==> config.mk <==
export PLATFORM = sky130hd
export DESIGN_NAME = two_key_press_classifier
export DESIGN_NICKNAME = d
export VERILOG_FILES = /design/src/rtl/tpc_pkg.sv /design/src/rtl/two_key_press_classifier.sv /design/src/rtl/tpc_key.sv
export VERILOG_INCLUDE_DIRS = /design/src /design/src/rtl
export SDC_FILE = /design/constraint.sdc
export NUM_CORES = 1
export LEC_CHECK = 0
export BUFFER_PORTS_ARGS = -buffer_cell sky130_fd_sc_hd__buf_2
export CAP_MARGIN = 20
export CORE_MARGIN = 3
export CORE_UTILIZATION = 34
export DETAILED_ROUTE_END_ITERATION = 6
export GPL_ROUTABILITY_DRIVEN = 0
export PLACE_DENSITY = 0.51
export SETUP_SLACK_MARGIN = 0.5
export SYNTH_ARGS = -nofsm -noshare
export SYNTH_HDL_FRONTEND = slang
export SYNTH_SLANG_ARGS = --single-unit
==> constraint.sdc <==
create_clock -name clk_i -period 8.9 [get_ports clk_i]
set_input_delay 1.78 -clock clk_i [delete_from_list [all_inputs] [get_ports clk_i]]
set_output_delay 1.78 -clock clk_i [all_outputs]
set_load 0.1 [all_outputs]
==> src/rtl/two_key_press_classifier_assert.svh <==
// assertion macros for the two-key press classifier
`ifndef TWO_KEY_PRESS_CLASSIFIER_ASSERT_SVH
`define TWO_KEY_PRESS_CLASSIFIER_ASSERT_SVH

`ifndef NO_ASSERTIONS

// checked only out of reset
`define TPC_ASSERT(lbl, clk, rst_n, prop) \
  lbl: assert property (@(posedge clk) disable iff (!rst_n) prop) \
    else $error("tpc assertion failed");

// checked also while reset is applied
`define TPC_ASSERT_ALWAYS(lbl, clk, prop) \
  lbl: assert property (@(posedge clk) prop) \
    else $error("tpc assertion failed");

`else

`define TPC_ASSERT(lbl, clk, rst_n, prop)
`define TPC_ASSERT_ALWAYS(lbl, clk, prop)

`endif

`endif

==> src/rtl/tpc_pkg.sv <==
package tpc_pkg;

  localparam int unsigned WINDOW_BITS = 8;
  localparam int unsigned CNT_W       = 8;
  localparam logic [7:0]  LIMIT_RESET = 8'd80;
  localparam logic [CNT_W-1:0] CNT_MAX = {CNT_W{1'b1}};

  typedef enum logic [3:0] {
    EV_NONE      = 4'd0,
    EV_K1_SHORT  = 4'd1,
    EV_K2_SHORT  = 4'd2,
    EV_K1_LONG   = 4'd3,
    EV_K2_LONG   = 4'd4,
    EV_BOTH_LONG = 4'd5,
    EV_K1_HELD   = 4'd6,
    EV_K2_HELD   = 4'd7,
    EV_BOTH_HELD = 4'd8
  } event_e;

  typedef struct packed {
    logic pressed_d;
    logic short_ev;
    logic long_ev;
  } key_status_t;

endpackage

==> src/rtl/two_key_press_classifier.sv <==
// Two-key press classifier. Each input item is a tick (tuser 0) that samples the two
// active-low key levels in tdata bits 0 and 1, or a read (tuser 1) that returns one
// event code and clears the one-slot event latch; a tick returns nothing. A key counts
// as pressed while its last 8 samples are all low; windows reset to zero, so a key reads
// as held from its first low sample until a high level is shifted in. A press that lasts more than
// long_press_limit ticks (reset 80, written on the cfg channel) is a long press, an
// earlier release a short press. One item is taken every cycle while the output register
// is empty or m_axis_tready is high: the key state is updated at acceptance and a read
// result goes to an output register and appears in the cycle after the read is accepted.
`include "two_key_press_classifier_assert.svh"

module two_key_press_classifier (
  input  logic       clk_i,
  input  logic       rst_ni,
  input  logic       s_axis_tvalid,
  output logic       s_axis_tready,
  input  logic [7:0] s_axis_tdata,   // [0] key1_level, [1] key2_level
  input  logic       s_axis_tuser,   // [0] action
  output logic       m_axis_tvalid,
  input  logic       m_axis_tready,
  output logic [7:0] m_axis_tdata,   // [3:0] event_code
  input  logic       cfg_valid_i,
  output logic       cfg_ready_o,
  input  logic [7:0] cfg_data_i
);

  logic                 in_acc, tick, rd;
  logic [7:0]           limit_q;
  tpc_pkg::event_e      pending_q, pending_d, tick_ev, read_ev;
  tpc_pkg::event_e      out_code_q;
  logic                 out_valid_q;
  tpc_pkg::key_status_t st1, st2;
  logic                 held1, held2, force1, force2;

  assign s_axis_tready = !out_valid_q || m_axis_tready;
  assign in_acc        = s_axis_tvalid && s_axis_tready;
  assign tick          = in_acc && !s_axis_tuser;
  assign rd            = in_acc && s_axis_tuser;
  assign cfg_ready_o   = 1'b1;

  // a long press on one key drags a held other key into long
  assign force2 = st1.long_ev && !st2.long_ev && !st2.short_ev && st2.pressed_d;
  assign force1 = st2.long_ev && st1.pressed_d;

  tpc_key u_key1 (
    .clk_i       (clk_i),
    .rst_ni      (rst_ni),
    .tick_i      (tick),
    .level_i     (s_axis_tdata[0]),
    .limit_i     (limit_q),
    .force_long_i(force1),
    .status_o    (st1),
    .pressed_o   (held1)
  );

  tpc_key u_key2 (
    .clk_i       (clk_i),
    .rst_ni      (rst_ni),
    .tick_i      (tick),
    .level_i     (s_axis_tdata[1]),
    .limit_i     (limit_q),
    .force_long_i(force2),
    .status_o    (st2),
    .pressed_o   (held2)
  );

  always_comb begin
    if (force1 || force2) begin
      tick_ev = tpc_pkg::EV_BOTH_LONG;
    end else if (st2.long_ev) begin
      tick_ev = tpc_pkg::EV_K2_LONG;
    end else if (st2.short_ev) begin
      tick_ev = tpc_pkg::EV_K2_SHORT;
    end else if (st1.long_ev) begin
      tick_ev = tpc_pkg::EV_K1_LONG;
    end else if (st1.short_ev) begin
      tick_ev = tpc_pkg::EV_K1_SHORT;
    end else begin
      tick_ev = tpc_pkg::EV_NONE;
    end
  end

  always_comb begin
    if (pending_q != tpc_pkg::EV_NONE) begin
      read_ev = pending_q;
    end else if (held1 && held2) begin
      read_ev = tpc_pkg::EV_BOTH_HELD;
    end else if (held2) begin
      read_ev = tpc_pkg::EV_K2_HELD;
    end else if (held1) begin
      read_ev = tpc_pkg::EV_K1_HELD;
    end else begin
      read_ev = tpc_pkg::EV_NONE;
    end
  end

  always_comb begin
    pending_d = pending_q;
    if (rd) begin
      pending_d = tpc_pkg::EV_NONE;
    end else if (tick && (pending_q == tpc_pkg::EV_NONE)) begin
      pending_d = tick_ev;
    end
  end

  always_ff @(posedge clk_i or negedge rst_ni) begin
    if (!rst_ni) begin
      limit_q     <= tpc_pkg::LIMIT_RESET;
      pending_q   <= tpc_pkg::EV_NONE;
      out_valid_q <= 1'b0;
    end else begin
      if (cfg_valid_i && cfg_ready_o) begin
        limit_q <= cfg_data_i;
      end
      pending_q <= pending_d;
      if (rd) begin
        out_valid_q <= 1'b1;
      end else if (m_axis_tready) begin
        out_valid_q <= 1'b0;
      end
    end
  end

  always_ff @(posedge clk_i) begin
    if (rd) begin
      out_code_q <= read_ev;
    end
  end

  assign m_axis_tvalid = out_valid_q;
  assign m_axis_tdata  = {4'b0000, out_code_q};

  `TPC_ASSERT(a_pending_holds, clk_i, rst_ni, (pending_q != tpc_pkg::EV_NONE) && !rd |=> pending_q == $past(pending_q))
  `TPC_ASSERT(a_read_gives_result, clk_i, rst_ni, rd |=> m_axis_tvalid && (m_axis_tdata[3:0] == $past(read_ev)))
  `TPC_ASSERT(a_code_range, clk_i, rst_ni, m_axis_tvalid |-> m_axis_tdata[3:0] <= tpc_pkg::EV_BOTH_HELD)
  `TPC_ASSERT_ALWAYS(a_reset_empty, clk_i, !rst_ni |-> !m_axis_tvalid && (pending_q == tpc_pkg::EV_NONE))

endmodule

==> src/rtl/tpc_key.sv <==
module tpc_key (
  input  logic                 clk_i,
  input  logic                 rst_ni,
  input  logic                 tick_i,
  input  logic                 level_i,
  input  logic [7:0]           limit_i,
  input  logic                 force_long_i,
  output tpc_pkg::key_status_t status_o,
  output logic                 pressed_o
);

  logic [tpc_pkg::WINDOW_BITS-1:0] window_q, window_d;
  logic [tpc_pkg::CNT_W-1:0]       cnt_q, cnt_d, cnt_step;
  logic                            pressed_q, pressed_d;
  logic                            long_q, long_d, long_step;
  logic                            short_ev, long_ev;

  always_comb begin
    window_d  = {window_q[tpc_pkg::WINDOW_BITS-2:0], level_i};
    cnt_step  = cnt_q;
    pressed_d = pressed_q;
    long_step = long_q;
    short_ev  = 1'b0;
    if (window_d == '0) begin
      pressed_d = 1'b1;
      if (!long_q && (cnt_q != tpc_pkg::CNT_MAX)) begin
        cnt_step = cnt_q + 1'b1;
      end
    end else if (pressed_q) begin
      short_ev  = !long_q;
      pressed_d = 1'b0;
      long_step = 1'b0;
      cnt_step  = '0;
    end
    long_ev = (cnt_step > limit_i);
    cnt_d   = cnt_step;
    long_d  = long_step;
    if (long_ev || force_long_i) begin
      long_d = 1'b1;
      cnt_d  = '0;
    end
  end

  assign status_o.pressed_d = pressed_d;
  assign status_o.short_ev  = short_ev;
  assign status_o.long_ev   = long_ev;
  assign pressed_o          = pressed_q;

  always_ff @(posedge clk_i or negedge rst_ni) begin
    if (!rst_ni) begin
      window_q  <= '0;
      cnt_q     <= '0;
      pressed_q <= 1'b0;
      long_q    <= 1'b0;
    end else if (tick_i) begin
      window_q  <= window_d;
      cnt_q     <= cnt_d;
      pressed_q <= pressed_d;
      long_q    <= long_d;
    end
  end

endmodule

==> metrics.md, run 1 <==
| Metric | Value |
|---|---|
| Status | completed |
| Most used DFF post-synth | dfrtp_1 |
| Initial Util | 0.355 |
| Vias in the first global route | 2245 |
| Final hold violation count | 0 |
| # diodes | 0 |
| Width of the chip | 99.4 um |
| Placed cell areas | 0.00312 mm^2 |
| CTS Buf Count | 5 |
| Max Fanout on Critical Path | 13 |
| Most common cell after layout, fill and taps aside | nand2_1 |
| Yosys top cell by area | dfrtp_1 |
| Initial DRC count | 82 |
| Crit. Startpoint | s_axis_tdata[1] |
| Largest net degree at the start of global routing | 47 |
| Commonest cells after routing, fill and taps aside | nand2_1, dfrtp_1, o21ai_0, buf_2, ha_1 |
| R2r setup slk | 4680 ps |
| Cells after Synth | 330 |
| Fmax | 187 MHz |
| Pleak | 0.00149 uW |
| Vias per cell | 5.41 |
| Cell Area, Synth | 0.00296 mm^2 |
| TritonCTS clock tree | yes |
| Post-synthesis cell type count | 52 |
| Worst r2r dst | pending_q[0] |
| Fin area | 0.00322 mm^2 |
| Hold EP | u_key2.window_q[6] |
| Pwr dens | 221 mW/mm^2 |
| Minimum clock period | 5360 ps |
| Number of fill cells | 877 |
| Wire length per cell | 14.6 um |
| R2R cell count | 12 |
| I/O Buffers | 21 |
| Post-CTS setup buffer count | 0 |
| CP cell instances | buf_2 > or4_1 > or2_1 > or4_4 > nand2b_4 > a31o_2 > ha_1 > nand4_1 > nor2_1 > a21oi_1 > nor2_1 > mux2_2 > o211ai_1 |
| Placed insts | 441 |
| Fin cells | 449 |
| Initial antenna violation count | 0 |
| Area grow syn2layout | 8.66% |
| Crit Path Category | in2reg |
| Clk_skew | 6.63 ps |
| Final-report setup violation count | 0 |
| Via count | 2427 |
| Fin Hold WS | 479 ps |
| Cts repair resizes | 0 |
| Top cell by count, worst path | nor2_1 |
| Placed wire-length estimate | 4540 um |
| GRT overflow | 0 |
| Remaining antenna violation count | 0 |
| Hold_buf cts | 0 |
| Critical Path RT | 9130 ps |
| Largest cells by area after synthesis | dfrtp_1, nand2_1, ha_1 |
| Worst slew pin tran | 857 ps |
| First-pass GRT wire length | 11200 um |
| Share of cells above drive strength 1 | 0.125 |
| I/O Pins | 33 |
| DR pass1 iterations | 4 |
| Slowest CP cell | nor2_1 |
| Clk Latency, worst-skew pair | 310 ps |
| Synth warnings | 0 |
| Setup TNS | 0 ps |
| CP startpoint kind | input port |
| Register area share after synthesis | 0.430 |
| Final net count | 385 |
| Total of max-cap violations | 0 |
| DRC Markers | 0 |
| Chip height | 99.4 um |
| Synth top area share | 0.372 |
| Clock Sinks | 50 |
| Arrival time of the worst setup path | 5590 ps |
| Register Area | 0.00127 mm^2 |
| Total track usage | 0.139 |
| Slew HR | 0.427 |
| Hold path depth | 2 |
| Synthesized area per cell | 8.98 um^2 |
| Hold wc startpoint | u_key2.window_q[6] |
| Post-synth EDFFs | 4 |
| Flops & latches, synth | 50 |
| Final Max Tran Viols | 0 |
| Core ar. | 0.00834 mm^2 |
| CP peak stage delay | 690 ps |
| Fin crit share | 0.602 |
| Htree depth | 2 |
| CP Capture Type | register |
| Row cnt | 33 |
| Clock Tree Root | clkbuf_8 |
| Routed WL | 6570 um |
| CTS clk-pin slew, worst paths | 90 ps |
| Clock Path Buffers | 2 |
| Async SR Flop Fraction | 0.920 |
| Multi-input logic area | 0.00154 mm^2 |
| Peak supply drop | 0.0000786 V |
| Hold Path Class | reg2reg |
| Core Util, Final | 0.386 |
| Reg2reg start | u_key2.window_q[4] |
| RSZ-0062 raised after global routing | false |
| Die Area | 0.00987 mm^2 |
worst max-delay path, delay by kind of cell:
| family | cells | cell delay, ps |
|---|---|---|
| AND/OR/NAND/NOR | 7 | 2510 |
| AO/OA/AOI/OAI | 3 | 500 |
| multiplexers | 1 | 410 |
| adder cells (fa/ha/maj) | 1 | 290 |
| buffers and inverters | 1 | 100 |
area by class of cell:
class | count | share of cell area
clock inverter | 2 | 0.00389
sequential | 50 | 0.396
inverter | 16 | 0.0187
timing repair buffer | 23 | 0.0373
clock buffer | 6 | 0.0257
multi-input combinational | 247 | 0.478
tap | 105 | 0.0408
flip-flops by register name, indices dropped and copies added, names as in the netlist:
| name | cells |
|---|---|
| limit_q | 8 |
| m_axis_tvalid | 1 |
| out_code_q | 4 |
| pending_q | 3 |
| u_key1.cnt_q | 8 |
| u_key1.long_q | 1 |
| u_key1.pressed_o | 1 |
| u_key1.window_q | 7 |
| u_key2.cnt_q | 8 |
| u_key2.long_q | 1 |
| u_key2.pressed_o | 1 |
| u_key2.window_q | 7 |
Yosys cell counts, drive strengths merged, types with 7 or more instances:
library cell / number
ha: 20
inv: 16
o21ai: 21
dfrtp: 44
nand2: 73
nand3: 17
clkbuf: 13
buf: 7
a21oi: 7
a22o: 9
nor2: 11
o211ai: 7
where the power goes:
group	switching, uW	total [uW]	leakage (uW)	internal [uW]
logic	158	244	0.000809	85.7
registers	45.8	325	0.000637	279
clock network	80.7	143	0.0000472	62.7
through the flow:
step	worst slack, ps	power, uW
2_1_floorplan	3830	516
3_3_place_gp	3210	571
3_5_place_dp	3220	576
4_1_cts	3540	721
5_1_grt	3370	771
6_report	3540	712
layer usage:
layer | track usage | up-vias | share of wire
li1 | - | 1201 | -
met1 | 0.196 | 1184 | 0.49
met2 | 0.222 | 36 | 0.47
met3 | 0.0302 | 6 | 0.031
met4 | 0.0284 | 0 | 0.0099
met5 | 0 | - | 0
worst max-delay path by stage:
stage,to
floorplan,u_key2.cnt_q[3]
global placement,pending_q[0]
detailed placement,pending_q[0]
CTS,pending_q[0]
global route,u_key2.cnt_q[7]
finish,pending_q[0]
cells by family (layout without fill, tap and decap cells):
group                      Yosys count  count (layout)  share of synthesized area
and+or+nand+nor                    141             141                      0.226
AOI/OAI and AO/OA                   74              74                      0.179
DFF                                 50              50                      0.430
buffers and inverters               36              47                     0.0545
adders and majority gates           20              20                     0.0845
muxes                                6               6                     0.0215
other                                2               5                    0.00253
xor gates and xnor gates             1               1                    0.00296
(Power assumes the default switching activity.)
==> run 2: changes to the inputs <==
- clock period: 8.9 -> 5.05 ns (I/O delays scaled with it)
==> metrics.md, run 2 (same netlist as run 1, synthesis figures left out) <==
| Metric | Value |
|---|---|
| Post-CTS setup buffer count | 0 (unchanged) |
| CP startpoint kind | input port |
| DR top layer | met4 |
| GRT overflow | 0 (unchanged) |
| Vias per cell | 5.21 (-3.7%) |
| Multi-input logic area | 0.00154 mm^2 (+0.32%) |
| Max Fanout on Critical Path | 15 (+2) |
| Chip height | 99.4 um (unchanged) |
| Arrival time of the worst setup path | 4420 ps (-1170 ps) |
| Final-report setup violation count | 0 (unchanged) |
| Routed WL | 6590 um (+0.26%) |
| Clock Sinks | 50 (unchanged) |
| Die Area | 0.00987 mm^2 (unchanged) |
| Crit. Startpoint | s_axis_tdata[0] |
| RSZ-0062 raised after global routing | false |
| Placed wire-length estimate | 4670 um (+2.9%) |
| First-pass GRT wire length | 11300 um (+0.80%) |
| Clk_skew | 14.5 ps (+7.83 ps) |
| DR WL met2 | 3120 um (+1.0%) |
| Fin area | 0.00326 mm^2 (+1.3%) |
| CP cell instances | buf_2 > nor4_1 > nand2_1 > or3_1 > nor3_1 > mux2i_1 > ha_1 > nand4_1 > nor2_1 > a211o_1 > a21o_2 > a41o_1 > mux2_2 |
| Initial Util | 0.355 (unchanged) |
| I/O Buffers | 21 (unchanged) |
| Largest net degree at the start of global routing | 47 (unchanged) |
| Pleak | 0.00152 uW (+1.7%) |
| Clock Tree Root | clkbuf_8 |
| Setup TNS | 0 ps (unchanged) |
| Htree depth | 2 (unchanged) |
| Hold Path Class | reg2reg |
| CTS clk-pin slew, worst paths | 100 ps (about the same) |
| Status | completed |
| DRC Markers | 0 (unchanged) |
| Share of cells above drive strength 1 | 0.140 (+0.0150) |
| Initial DRC count | 66 (-20%) |
| Row cnt | 33 (unchanged) |
| Worst slew pin tran | 784 ps (-73.4 ps) |
| Final net count | 391 (+1.6%) |
| Final hold violation count | 0 (unchanged) |
| Critical Path RT | 5240 ps (-3890 ps) |
| Slowest CP cell | or3_1 |
| Vias in the first global route | 2319 (+3.3%) |
| M1 WL | 3290 um (+2.4%) |
| Minimum clock period | 4230 ps |
| Fin crit share | 0.837 |
| Met3 Routed Length | 139 um (-31%) |
| Commonest cells after routing, fill and taps aside | nand2_1, dfrtp_1, o21ai_0, buf_2, ha_1 |
| Buf/Inv on CP | 1 (unchanged) |
| CP peak stage delay | 530 ps (-160 ps) |
| Total of max-cap violations | 0 (unchanged) |
| Final Max Tran Viols | 0 (unchanged) |
| I/O Pins | 33 (unchanged) |
| Hold wc startpoint | u_key2.window_q[6] |
| # diodes | 0 (unchanged) |
| Crit Path Category | in2reg |
| Peak supply drop | 0.000131 V (+67%) |
| Clk Latency, worst-skew pair | 310 ps (about the same) |
| Remaining antenna violation count | 0 (unchanged) |
| Fmax | 237 MHz |
| Initial antenna violation count | 0 (unchanged) |
| TritonCTS clock tree | yes |
| CTS Buf Count | 5 (unchanged) |
| Slew HR | 0.478 (+0.0511) |
| Family with the most delay on the worst path | simple AND/OR/NAND/NOR gates |
| Number of fill cells | 854 (-2.6%) |
| CP Capture Type | register |
| Clock Path Buffers | 2 (unchanged) |
| Width of the chip | 99.4 um (unchanged) |
| Register Area | 0.00127 mm^2 (unchanged) |
| Pwr dens | 391 mW/mm^2 (+77%) |
| Wire length per cell | 14.5 um (-1.1%) |
| Placed cell areas | 0.00317 mm^2 (+1.4%) |
| Largest regs | limit_q (8), u_key1.cnt_q (8), u_key2.cnt_q (8) |
| Total track usage | 0.140 (+0.000590) |
| Core ar. | 0.00834 mm^2 (unchanged) |
| Reg2reg start | u_key1.window_q[0] |
| Via count | 2369 (-2.4%) |
| Area grow syn2layout | 10.1% |
| DR pass1 iterations | 4 (unchanged) |
| Most common cell after layout, fill and taps aside | nand2_1 |
run 2: cell count changes in the layout (fill, tap and decap cells not counted), sizes merged:
cell      delta
clkinvlp     -1
inv          +1
buf          +6
run 2: power breakdown:
part | internal (uW) | switching (uW)
registers | 491 | 79.7
logic | 170 | 285
clock network | 99.5 | 149
run 2: tightest hold or removal path, cell delays in order, from the launching register on:
cell and delay (ps):
dfrtp_1 350, nand2_1 50, nand2_1 60
run 2: path summary, 6_finish.rpt:
check,end,slack (ps),depth (start not counted)
worst max-delay path,u_key2.cnt_q[0],820,13
worst min-delay path,u_key2.window_q[6],480,2
worst max register to register,u_key2.cnt_q[0],1200,12
worst min register to register,u_key2.window_q[6],480,2
max in group asynchronous,pending_q[0],3830,2
min in group asynchronous,u_key1.cnt_q[4],780,2
run 2: through the flow:
step           utilization  hold slack, ps  total power [uW]  setup WS [ps]  cells
2_1_floorplan            -             439               909            747    333
3_3_place_gp         0.380             463              1030            456    447
3_5_place_dp         0.380             460              1040            452    447
4_1_cts              0.390             487              1280            779    455
5_1_grt              0.391             525              1380            555    455
6_report             0.391             481              1270            825    455
run 2: per-layer routing:
| metal | track usage | vias to the layer above |
|---|---|---|
| li1 | - | 1215 |
| met1 | 0.200 | 1127 |
| met2 | 0.226 | 25 |
| met3 | 0.0231 | 2 |
| met4 | 0.0273 | 0 |
| met5 | 0 | - |
run 2: layout make-up:
| type | count | share of cell area |
|---|---|---|
| clock buffer | 6 | 0.0223 |
| tap | 105 | 0.0403 |
| inverter | 16 | 0.0184 |
| timing repair buffer | 29 | 0.0507 |
| clock inverter | 2 | 0.00422 |
| multi-input combinational | 247 | 0.474 |
| sequential | 50 | 0.391 |
run 2: timing repair:
item / 4_1_cts / 5_1_grt
hold buffers: 0 / 0
endpoints found under the setup margin: 0 / 1
resized for setup: 0 / 1
==> run 3: changes to the inputs <==
- ABC_AREA: unset -> 1
- PLACE_DENSITY: 0.51 -> 0.53
- clock period: 5.05 -> 3.5 ns (I/O delays scaled with it)
==> metrics.md, run 3 <==
| Metric | Value |
|---|---|
| Die Area | 0.0106 mm^2 (+7.3%) |
| Clock Sinks | 50 (unchanged) |
| First-pass GRT wire length | 11500 um (+1.6%) |
| Final Max Tran Viols | 0 (unchanged) |
| Worst slew pin tran | 529 ps (-255 ps) |
| Chip height | 103 um (+3.6%) |
| Commonest cells after routing, fill and taps aside | nand2_1, inv_1, dfrtp_1 |
| Htree depth | 2 (unchanged) |
| Largest family of logic cells by synthesized area | simple AND/OR/NAND/NOR gates |
| Final hold violation count | 0 (unchanged) |
| Via count | 2712 (+14%) |
| Initial antenna violation count | 0 (unchanged) |
| Simple-Gate Fraction of Synth Area | 0.339 (+0.113) |
| CP startpoint kind | register |
| Pleak | 0.00193 uW (+27%) |
| Placed wire-length estimate | 5110 um (+9.4%) |
| Clk_skew | 11.3 ps (-3.14 ps) |
| Arrival time of the worst setup path | 2960 ps (-1460 ps) |
| Clock Tree Root | clkbuf_8 |
| Slew HR | 0.647 (+0.169) |
| Peak supply drop | 0.000236 V (+80%) |
| CP Capture Type | register |
| Row cnt | 34 (+3.0%) |
| Synth top area share | 0.345 (-0.0269) |
| Initial DRC count | 116 (+76%) |
| Routed WL | 6810 um (+3.3%) |
| TritonCTS clock tree | yes |
| Yosys top cell by area | dfrtp_1 |
| Async SR Flop Fraction | 0.920 (unchanged) |
| CTS Buf Count | 5 (unchanged) |
| Core Util, Final | 0.401 (+0.00976) |
| Share of cells above drive strength 1 | 0.148 (+0.00807) |
| Synth Area in XOR/XNOR | 0 (-0.00296) |
| Vias in the first global route | 2485 (+7.2%) |
| Width of the chip | 103 um (+3.6%) |
| Clk Latency, worst-skew pair | 310 ps (about the same) |
| Final-report setup violation count | 0 (unchanged) |
| # diodes | 0 (unchanged) |
| Status | completed |
| I/O Pins | 33 (unchanged) |
| Synth warnings | 0 (unchanged) |
| Hold_buf cts | 0 (unchanged) |
| Worst r2r dst | u_key1.cnt_q[3] |
| Post-synthesis cell type count | 29 (-44%) |
| Multi-input logic area | 0.00166 mm^2 (+7.7%) |
| Post-Synth Adder-Cell Area | 0.0783 (-0.00612) |
| Core ar. | 0.00893 mm^2 (+7.1%) |
| I/O Buffers | 21 (unchanged) |
| Most numerous cell in the Yosys netlist | nand2_1 |
| Total of max-cap violations | 0 (unchanged) |
| Largest cells by area after synthesis | dfrtp_1, nand2_1, ha_1 |
| Total track usage | 0.137 (-0.00338) |
| Crit Path Category | reg2reg |
| DRC Markers | 0 (unchanged) |
| Max Fanout on Critical Path | 9 (-6) |
| Area grow syn2layout | 12.1% |
| Fmax | 362 MHz |
| R2R cell count | 20 (+8) |
| DR pass1 iterations | 4 (unchanged) |
| RSZ-0062 raised after global routing | false |
| Largest net degree at the start of global routing | 47 (unchanged) |
| Critical Path RT | 3700 ps (-1540 ps) |
| Register area share after synthesis | 0.399 (-0.0312) |
| Wire length per cell | 11.9 um (-18%) |
| Minimum clock period | 2760 ps |
| Final net count | 507 (+30%) |
| Reg2reg start | u_key2.cnt_q[0] |
| Clock Path Buffers | 2 (unchanged) |
| Cells after Synth | 440 (+33%) |
| GRT overflow | 0 (unchanged) |
| Crit. Startpoint | u_key2.cnt_q[0] |
| Compound-cell area share of the yosys netlist | 0.0838 (-0.0948) |
| Most common cell after layout, fill and taps aside | nand2_1 |
| Top post-synthesis cells by count | nand2_1, inv_1, dfrtp_1, o21ai_0, nor2_1 |
| Flops & latches, synth | 50 (unchanged) |
| Largest regs | limit_q (8), u_key1.cnt_q (8), u_key2.cnt_q (8) |
| Post-synth EDFFs | 4 (unchanged) |
| Cell Area, Synth | 0.00319 mm^2 (+7.8%) |
| Multiplexer share of the synthesized area | 0.00353 (-0.0180) |
| Synthesized area per cell | 7.26 um^2 (-19%) |
| R2r setup slk | 740 ps (-460 ps) |
| Hold Path Class | in2async |
| Fin crit share | 0.788 |
| Initial Util | 0.358 (+0.00233) |
| Pwr dens | 593 mW/mm^2 (+52%) |
| Remaining antenna violation count | 0 (unchanged) |
| Register Area | 0.00127 mm^2 (about the same) |
| Number of fill cells | 954 (+12%) |
| CTS clk-pin slew, worst paths | 90 ps (about the same) |
| Most used DFF post-synth | dfrtp_1 |
| Setup TNS | 0 ps (unchanged) |
| Vias per cell | 4.72 (-9.3%) |
run 3: power by group:
part | switching [uW] | total, uW | internal, uW
combinational | 586 | 874 | 288
clock | 196 | 430 | 233
sequential | 103 | 820 | 716
total | 886 | 2120 | 1240
run 3: cell families (layout without fill, tap and decap cells):
logic type	count (synthesis)	in the layout
compound gates	50	50
fa+ha+maj	20	20
buf+inv	73	96
flops	50	50
mux	1	1
other cells	2	5
simple gates	244	244
run 3: metrics by stage:
| stage | hold slack [ps] | worst slack [ps] | std cells | total power (uW) | instance area [um^2] |
|---|---|---|---|---|---|
| floorplan | 404 | 785 | 443 | 1480 | 3210 |
| finish | 327 | 741 | 574 | 2120 | 3580 |
| detailed placement | 473 | 368 | 562 | 1670 | 3390 |
| global route | 338 | 505 | 574 | 2310 | 3580 |
| CTS | 495 | 618 | 570 | 2100 | 3500 |
| global placement | 459 | 410 | 562 | 1640 | 3390 |
run 3: worst max-delay path, stage by stage, from the launching register on:
cell and delay, ps:
dfrtp_1 400, ha_1 190, nand2_1 110, nor2_2 120, nand2_1 100, nand2_4 110, nor2_8 60, or2_1 210
nand3_1 110, inv_1 60, ha_1 290, nand2_1 50, nand2_1 60, nand2_1 50, nand2_1 50, nand2_1 50
nand2_1 160, nand3_2 170, buf_4 190, nand4_1 90, nand2_1 50
run 3: worst max path at each step:
| stage | endpoint | slack, ps |
|---|---|---|
| 2_1_floorplan | u_key1.cnt_q[1] | 790 |
| 3_3_place_gp | u_key1.cnt_q[7] | 410 |
| 3_5_place_dp | u_key1.cnt_q[7] | 370 |
| 4_1_cts | u_key1.cnt_q[0] | 620 |
| 5_1_grt | pending_q[1] | 510 |
| 6_report | u_key1.cnt_q[3] | 740 |
run 3: what timing repair did:
item / CTS / global route
buffers inserted: 0 / 3
gates resized for setup: 0 / 8
hold endpoints to repair: 0 / 0
setup endpoints to repair: 0 / 14
run 3: cell type report:
class	instances	area share
multi-input cells	320	0.465
flip-flops and latches	50	0.356
inverters	62	0.0657
repair buffers	26	0.0433
well taps	108	0.0377
clock buffers	7	0.0241
clock inverters	1	0.00839
run 3: routing by layer:
metal,share of wire,track usage,vias up
met5,0,0,-
met4,0.015,0.0418,0
met3,0.028,0.0244,11
met2,0.46,0.225,32
met1,0.49,0.183,1247
li1,-,-,1422
